===== src/rtl/apq_pkg.sv =====
// shared types and codes for the array priority queue
// no dependencies
package apq_pkg;

   typedef logic signed [31:0] data_type;

   typedef struct packed {
      logic     shift;
      data_type data;
   } cell_ctl_type;

   localparam logic [1:0] FUNC_INSERT  = 2'd0;
   localparam logic [1:0] FUNC_APPEND  = 2'd1;
   localparam logic [1:0] FUNC_DEQUEUE = 2'd2;

   localparam logic [1:0] STATUS_OK    = 2'd0;
   localparam logic [1:0] STATUS_FULL  = 2'd1;
   localparam logic [1:0] STATUS_EMPTY = 2'd2;

endpackage


===== src/rtl/array_priority_queue_unit.sv =====
// Bounded priority queue of signed 32-bit values held in a chain of DEPTH cells.
// An item is a priority insert, a plain append or a dequeue of the largest entry;
// each item gives one result with status, removed value and occupancy. Work is done
// by rotating the chain through cell 0, whose entry is compared once per cycle. An
// append, a full insert, an empty dequeue and an unused code load the result in the
// accepting cycle; a priority insert takes the accepting cycle, then one turn of the
// chain with the entry placed on the way; a dequeue takes the accepting cycle, one
// turn to find the maximum and one to drop it. The result sits in an output register;
// the next item is taken once the sequencer is idle and that register is free or
// being emptied in the same cycle.
// depends on apq_pkg, apq_cell, apq_ctrl
module array_priority_queue_unit #(
   parameter int DEPTH = 16
) (
   input  logic               clock,
   input  logic               reset,
   input  logic               req_valid,
   output logic               req_ready,
   input  logic [1:0]         req_func,
   input  logic signed [31:0] req_value,
   output logic               rsp_valid,
   input  logic               rsp_ready,
   output logic [1:0]         rsp_status,
   output logic signed [31:0] rsp_out_value,
   output logic [4:0]         rsp_occupancy
);
   import apq_pkg::*;

   cell_ctl_type     cell_ctl;
   logic [DEPTH-1:0] load_sel;
   data_type         cell_data [DEPTH];

   apq_ctrl #(
      .DEPTH(DEPTH)
   ) u_ctrl (
      .clock        (clock),
      .reset        (reset),
      .req_valid    (req_valid),
      .req_ready    (req_ready),
      .req_func     (req_func),
      .req_value    (req_value),
      .rsp_valid    (rsp_valid),
      .rsp_ready    (rsp_ready),
      .rsp_status   (rsp_status),
      .rsp_out_value(rsp_out_value),
      .rsp_occupancy(rsp_occupancy),
      .front        (cell_data[0]),
      .cell_ctl     (cell_ctl),
      .load_sel     (load_sel)
   );

   for (genvar i = 0; i < DEPTH; i++) begin : g_cell
      data_type right_data;

      if (i == DEPTH - 1) begin : g_last
         assign right_data = '0;
      end else begin : g_mid
         assign right_data = cell_data[i+1];
      end

      apq_cell u_cell (
         .clock     (clock),
         .cell_ctl  (cell_ctl),
         .load_sel  (load_sel[i]),
         .right_data(right_data),
         .data      (cell_data[i])
      );
   end

endmodule


===== src/rtl/apq_cell.sv =====
// one storage cell of the queue chain: loads a new entry or takes its right neighbour's
// depends on apq_pkg
module apq_cell (
   input  logic                  clock,
   input  apq_pkg::cell_ctl_type cell_ctl,
   input  logic                  load_sel,
   input  apq_pkg::data_type     right_data,
   output apq_pkg::data_type     data
);
   import apq_pkg::*;

   data_type data_ff;

   always_ff @(posedge clock) begin
      if (load_sel) begin
         data_ff <= cell_ctl.data;
      end else if (cell_ctl.shift) begin
         data_ff <= right_data;
      end
   end

   assign data = data_ff;

endmodule


===== src/rtl/apq_ctrl.sv =====
// sequencer for the queue: rotates the chain through cell 0, compares and
// injects or drops entries, holds the count and the result register
// depends on apq_pkg
module apq_ctrl #(
   parameter int DEPTH = 16
) (
   input  logic                  clock,
   input  logic                  reset,
   input  logic                  req_valid,
   output logic                  req_ready,
   input  logic [1:0]            req_func,
   input  logic signed [31:0]    req_value,
   output logic                  rsp_valid,
   input  logic                  rsp_ready,
   output logic [1:0]            rsp_status,
   output logic signed [31:0]    rsp_out_value,
   output logic [4:0]            rsp_occupancy,
   input  apq_pkg::data_type     front,
   output apq_pkg::cell_ctl_type cell_ctl,
   output logic [DEPTH-1:0]      load_sel
);
   import apq_pkg::*;

   localparam int CW = $clog2(DEPTH + 1);

   localparam logic [1:0] S_IDLE = 2'd0;
   localparam logic [1:0] S_INS  = 2'd1;
   localparam logic [1:0] S_SCAN = 2'd2;
   localparam logic [1:0] S_DROP = 2'd3;

   logic [1:0]    state_ff, state_in;
   logic [CW-1:0] count_ff, count_in;
   logic [CW-1:0] rem_ff, rem_in;
   logic [CW-1:0] len_ff, len_in;
   logic          flag_ff, flag_in;
   data_type      value_ff, value_in;
   data_type      best_ff, best_in;

   logic          rsp_valid_ff, rsp_valid_in;
   logic [1:0]    rsp_status_ff, rsp_status_in;
   data_type      rsp_value_ff, rsp_value_in;
   logic [4:0]    rsp_occ_ff, rsp_occ_in;
   logic          rsp_load;

   logic          accept;
   logic          load;
   logic [CW-1:0] load_pos;
   logic [CW-1:0] count_inc;
   logic [CW-1:0] count_dec;

   assign req_ready = (state_ff == S_IDLE) && (!rsp_valid_ff || rsp_ready);
   assign accept    = req_valid && req_ready;
   assign count_inc = count_ff + CW'(1);
   assign count_dec = count_ff - CW'(1);

   always_comb begin
      state_in      = state_ff;
      count_in      = count_ff;
      rem_in        = rem_ff;
      len_in        = len_ff;
      flag_in       = flag_ff;
      value_in      = value_ff;
      best_in       = best_ff;
      rsp_valid_in  = rsp_valid_ff && !rsp_ready;
      rsp_load      = 1'b0;
      rsp_status_in = STATUS_OK;
      rsp_value_in  = '0;
      rsp_occ_in    = 5'(count_ff);
      load          = 1'b0;
      load_pos      = len_ff;
      cell_ctl      = '{shift: 1'b0, data: front};

      unique case (state_ff)
         S_IDLE: begin
            if (accept) begin
               unique case (req_func)
                  FUNC_INSERT: begin
                     if (count_ff == CW'(DEPTH)) begin
                        rsp_load      = 1'b1;
                        rsp_status_in = STATUS_FULL;
                     end else begin
                        value_in = req_value;
                        rem_in   = count_ff;
                        len_in   = count_ff;
                        flag_in  = 1'b0;
                        state_in = S_INS;
                     end
                  end
                  FUNC_APPEND: begin
                     if (count_ff == CW'(DEPTH)) begin
                        rsp_load      = 1'b1;
                        rsp_status_in = STATUS_FULL;
                     end else begin
                        load          = 1'b1;
                        load_pos      = count_ff;
                        cell_ctl.data = req_value;
                        count_in      = count_inc;
                        rsp_load      = 1'b1;
                        rsp_occ_in    = 5'(count_inc);
                     end
                  end
                  FUNC_DEQUEUE: begin
                     if (count_ff == '0) begin
                        rsp_load      = 1'b1;
                        rsp_status_in = STATUS_EMPTY;
                     end else begin
                        best_in  = front;
                        rem_in   = count_ff;
                        state_in = S_SCAN;
                     end
                  end
                  default: begin
                     rsp_load = 1'b1;
                  end
               endcase
            end
         end
         S_INS: begin
            if (!flag_ff && ((rem_ff == '0) || !(front > value_ff))) begin
               load          = 1'b1;
               load_pos      = len_ff;
               cell_ctl.data = value_ff;
               len_in        = len_ff + CW'(1);
               flag_in       = 1'b1;
               if (rem_ff == '0) begin
                  count_in   = count_inc;
                  rsp_load   = 1'b1;
                  rsp_occ_in = 5'(count_inc);
                  state_in   = S_IDLE;
               end
            end else begin
               load           = 1'b1;
               load_pos       = len_ff - CW'(1);
               cell_ctl.shift = 1'b1;
               rem_in         = rem_ff - CW'(1);
               if ((rem_ff == CW'(1)) && flag_ff) begin
                  count_in   = count_inc;
                  rsp_load   = 1'b1;
                  rsp_occ_in = 5'(count_inc);
                  state_in   = S_IDLE;
               end
            end
         end
         S_SCAN: begin
            load           = 1'b1;
            load_pos       = count_dec;
            cell_ctl.shift = 1'b1;
            if (front > best_ff) begin
               best_in = front;
            end
            rem_in = rem_ff - CW'(1);
            if (rem_ff == CW'(1)) begin
               rem_in   = count_ff;
               len_in   = count_ff;
               flag_in  = 1'b0;
               state_in = S_DROP;
            end
         end
         S_DROP: begin
            cell_ctl.shift = 1'b1;
            if (!flag_ff && (front == best_ff)) begin
               flag_in = 1'b1;
               len_in  = len_ff - CW'(1);
            end else begin
               load     = 1'b1;
               load_pos = len_ff - CW'(1);
            end
            rem_in = rem_ff - CW'(1);
            if (rem_ff == CW'(1)) begin
               count_in     = count_dec;
               rsp_load     = 1'b1;
               rsp_value_in = best_ff;
               rsp_occ_in   = 5'(count_dec);
               state_in     = S_IDLE;
            end
         end
         default: begin
            state_in = S_IDLE;
         end
      endcase

      if (rsp_load) begin
         rsp_valid_in = 1'b1;
      end
   end

   always_comb begin
      for (int i = 0; i < DEPTH; i++) begin
         load_sel[i] = load && (load_pos == CW'(i));
      end
   end

   always_ff @(posedge clock) begin
      if (reset) begin
         state_ff     <= S_IDLE;
         count_ff     <= '0;
         rsp_valid_ff <= 1'b0;
      end else begin
         state_ff     <= state_in;
         count_ff     <= count_in;
         rsp_valid_ff <= rsp_valid_in;
      end
   end

   always_ff @(posedge clock) begin
      rem_ff   <= rem_in;
      len_ff   <= len_in;
      flag_ff  <= flag_in;
      value_ff <= value_in;
      best_ff  <= best_in;
      if (rsp_load) begin
         rsp_status_ff <= rsp_status_in;
         rsp_value_ff  <= rsp_value_in;
         rsp_occ_ff    <= rsp_occ_in;
      end
   end

   assign rsp_valid     = rsp_valid_ff;
   assign rsp_status    = rsp_status_ff;
   assign rsp_out_value = rsp_value_ff;
   assign rsp_occupancy = rsp_occ_ff;

endmodule

===== config.mk =====
export PLATFORM = sky130hd
export DESIGN_NAME = array_priority_queue_unit
export DESIGN_NICKNAME = d
export VERILOG_FILES = /design/src/rtl/apq_pkg.sv /design/src/rtl/array_priority_queue_unit.sv /design/src/rtl/apq_cell.sv /design/src/rtl/apq_ctrl.sv
export SDC_FILE = /design/constraint.sdc
export NUM_CORES = 1
export LEC_CHECK = 0
export ABC_AREA = 1
export BUFFER_PORTS_ARGS = -buffer_cell sky130_fd_sc_hd__buf_2
export CAP_MARGIN = 20
export CORE_MARGIN = 4
export CORE_UTILIZATION = 68
export DETAILED_ROUTE_END_ITERATION = 8
export GPL_TIMING_DRIVEN = 0
export PLACE_DENSITY = 0.9
export SLEW_MARGIN = 20
export SYNTH_ARGS = -nofsm -noshare
export SYNTH_HDL_FRONTEND = slang
export SYNTH_HIERARCHICAL = 1
export SYNTH_SLANG_ARGS = --single-unit

===== constraint.sdc =====
create_clock -name clock -period 6.7 [get_ports clock]
set_clock_uncertainty 0.05 [all_clocks]
set_input_delay 0.335 -clock clock [delete_from_list [all_inputs] [get_ports clock]]
set_output_delay 0.335 -clock clock [all_outputs]
set_load 0.1 [all_outputs]

==> key figures <==
Place
  – Routability cong.: slightly below 0.9
  – Detailed Place HPWL: ~51000 microns
  – IO buf count: 78
  – DP Cell Count: just under 4000

Routing
  – First-pass DRT Iterations: 5
  – Residual DRC: 0
  – DRT iter0 DRCs: ~2100
  – Via count: between 20000 and 25000
  – Final WL: 71900 microns
  – Antenna violation net count after detailed routing: 0
  – Post-DR wirelength/cell: about 18 microns
  – Drt via density: ~5.7

STA
  – Slew HR: between 30% and 40%
  – Crit path time final: between 4 and 5 ns
  – Setup violators final: 0
  – Fin. max-slew vios: 0
  – Worst-Margin Slew: ~1.0 ns
  – Final hold viol count: 0
  – RSZ-0062 raised after global routing: false
  – Final cycle utilization of the critical path: 68.8%
  – Achievable Freq: roughly 220 MHz
  – Setup TNS: 0 ns

Worst setup path
  – Worst Path Class, Setup: flop to flop
  – CP Capture Type: flop
  – CP Cell Sequence: ha_1, nand2_1, nor3_1, nand2_1, nand2_1, nand2_1, nand2_1, nand2_1, nand3_2, nand2_4, nor2_2, nand2_1, nand3_1, nand2_1, inv_2, nand2_1, nor2_1, buf_6, or2_2
  – Worst setup SP type: flop
  – Worst stage delay on the critical path: about 0.60 ns
  – Arrival time worst endpoint: 4.78 ns
  – Worst-path fanout max: 32
  – Crit-path most repeated cell: nand2_1
  – Worst-path cell with the longest stage delay: or2_2
  – WP data required: 6.87 ns

Layout
  – Most common cell after layout, fill and taps aside: nand2_1
  – Layout area overhead: 13.1%
  – Layout Nets: 3482
  – Most frequent cells in the layout: 1679 x nand2_1, 626 x edfxtp_1, 121 x nor2_1
  – Core Util, Final: 78.0%
  – Antenna Cells: 0
  – Layout cell share with drive strength beyond 1: 12.0%
  – Finished Layout Cells: 4009

GRT
  – Initial antenna violation count: 0
  – Largest net degree at the start of global routing: 40
  – Total grt overflow: 0
  – Vias in the first global route: approximately 23000
  – Total GRT Usage: between 20 and 30%
  – First-pass GRT wire length: about 110000 microns

Synthesis
  – Synth Instances: 3141
  – Post-synth cell types: 54
  – Simple-gate share of the synthesized area: approximately 24%
  – Yosys top cell area share: between 60% and 70%
  – Post-Syn Area: 30600 sq um
  – EDFF count, synth: 626
  – Mean Syn Cell Area: 9.75 sq um
  – Post-synthesis adder-cell area fraction: under 10%
  – Largest family of logic cells by synthesized area: simple AND/OR/NAND/NOR gates
  – Proportion of synthesized area in mux cells: 0%
  – Synthesized flop and latch total: approximately 630
  – Most used DFF post-synth: edfxtp_1
  – Post-synthesis sequential area ratio: between 60% and 70%
  – Post-synth ARST share: 0%
  – Yosys top cell by area: edfxtp_1
  – Yosys warning total: 6
  – Post-Synth XOR/XNOR Area: less than 1%
  – Compound-Gate Fraction of Synth Area: 4.51%
  – Ranking of synthesized cells by area: edfxtp_1 61%, nand2_1 21%, ha_1 3.1%, buf_6 2.4%, o21ai_0 1.6%

Floorplanning
  – Top Ports: 79
  – Core ar.: 44400 sq um
  – Die H: between 200 and 250 microns
  – Initial Util: between 60 and 70%
  – Row count: 77
  – Die Wd: roughly 220 microns
  – Die Footprint: roughly 49000 sq um

Pwr
  – Pwr Density: about 430 nW/um^2
  – Worst vdd rail ir drop: 0.440 mV
  – Pleak: 0.0149 uW
  – Total chip power: about 15000 uW

Hold path
  – Hold WC Path Type: input pin to flop

Clocking
  – Clock Tree Buf Depth: 3
  – Reg clk slew, reported paths: roughly 0.06 ns
  – CTS tree: yes
  – Worst-skew pair later-pin latency: 0.59 ns
  – Clk root buf: clkbuf_16
  – CTS Buf Count: between 60 and 70
  – Max H-tree Level: 3
  – Setup bufs post-CTS: 0
  – Clock Sink Count: around 630

Job
  – Max-Cap Viols: 0

Outcome
  – Status: finished, final reports clean
## sequential cells by signal, summed over array words and instances (netlist names)
signal and count:
g_cell.u_cell/data 512, u_ctrl/rsp_occupancy 5, u_ctrl/best_ff 32, u_ctrl/rsp_valid 1, u_ctrl/value_ff 32, u_ctrl/rem_ff 5, u_ctrl/rsp_status 2, u_ctrl/len_ff 5
u_ctrl/state_ff 2, u_ctrl/rsp_out_value 32, u_ctrl/count_ff 5, u_ctrl/flag_ff 1
## where the power goes
part | switching (uW) | leakage [uW] | internal, uW
Combinational | 3610 | 0.00816 | 1220
Sequential | 429 | 0.00578 | 6010
Clock | 1500 | 0.000978 | 1960
## critical path, delay by kind of cell (launching register included)
kind / cells / cell delay (ns)
AND/OR/NAND/NOR: 16 / 3.08
flip-flops: 1 / 0.48
adder cells (fa/ha/maj): 1 / 0.36
buffers and inverters: 2 / 0.29
## repair_timing
| action | 4_1_cts | 5_1_grt |
|---|---|---|
| gates resized for setup | 0 | 0 |
| endpoints found under the hold margin | 38 | 0 |
| hold buffers | 34 | 0 |
## logic make-up after synthesis
kind of cell	count (synthesis)
XOR/XNOR	12
AO/OA/AOI/OAI	227
AND/OR/NAND/NOR	1899
adder cells (fa/ha/maj)	75
buffers and inverters	293
other	1
flip-flops	634
## per-layer routing
layer / GRT usage [%] / vias to the layer above / wire, microns
li1: - / 10769 / -
met1: 34.5 / 10867 / 26700
met2: 53.5 / 1029 / 37100
met3: 4.48 / 196 / 4920
met4: 14.1 / 0 / 3110
met5: 0 / - / 0
## area by class of cell
cell class | count | area (sq um)
well taps | 592 | 741
clock inverters | 40 | 312
plain buffers | 149 | 1250
clock buffers | 76 | 1710
repair buffers | 129 | 920
flip-flops and latches | 634 | 19000
fillers | 2607 | 9770
multi-input cells | 2245 | 10200
inverters | 144 | 589
## metrics by stage
step	hold slack, ns	cell area [sq um]	setup slack, ns
CTS	0.0421	34600	2.19
global placement	0.439	31900	1.41
floorplan	0.354	30700	2.22
finish	0.0677	34600	2.09
detailed placement	0.445	32300	2.24
global route	0.0776	34600	1.77
## worst paths after layout
path | start | endpoint | slack (ns) | cells after the start
worst min-delay path | req_func[0] | u_ctrl/value_ff[25]$_DFFE_PP_ | 0.07 | 2
worst max-delay path | g_cell[0].u_cell/data[15]$_DFFE_PP_ | g_cell[15].u_cell/data[11]$_DFFE_PP_ | 2.09 | 19
worst max register to register | g_cell[0].u_cell/data[15]$_DFFE_PP_ | g_cell[15].u_cell/data[11]$_DFFE_PP_ | 2.09 | 19
worst min register to register | g_cell[4].u_cell/data[27]$_DFFE_PP_ | g_cell[3].u_cell/data[27]$_DFFE_PP_ | 0.45 | 2
## Yosys cell counts (7+ instances only)
master	instances
xor2_1	7
ha_1	75
nor2_1	121
buf_4	49
nand3_2	7
inv_4	19
nand4_1	8
edfxtp_1	626
clkbuf_1	25
or2_2	16
inv_1	117
a21oi_1	47
buf_6	66
nand2_1	1679
nand3_1	40
o221ai_1	31
o21ai_0	100
dfxtp_1	8
o211ai_1	12
(Power assumes the default switching activity.)
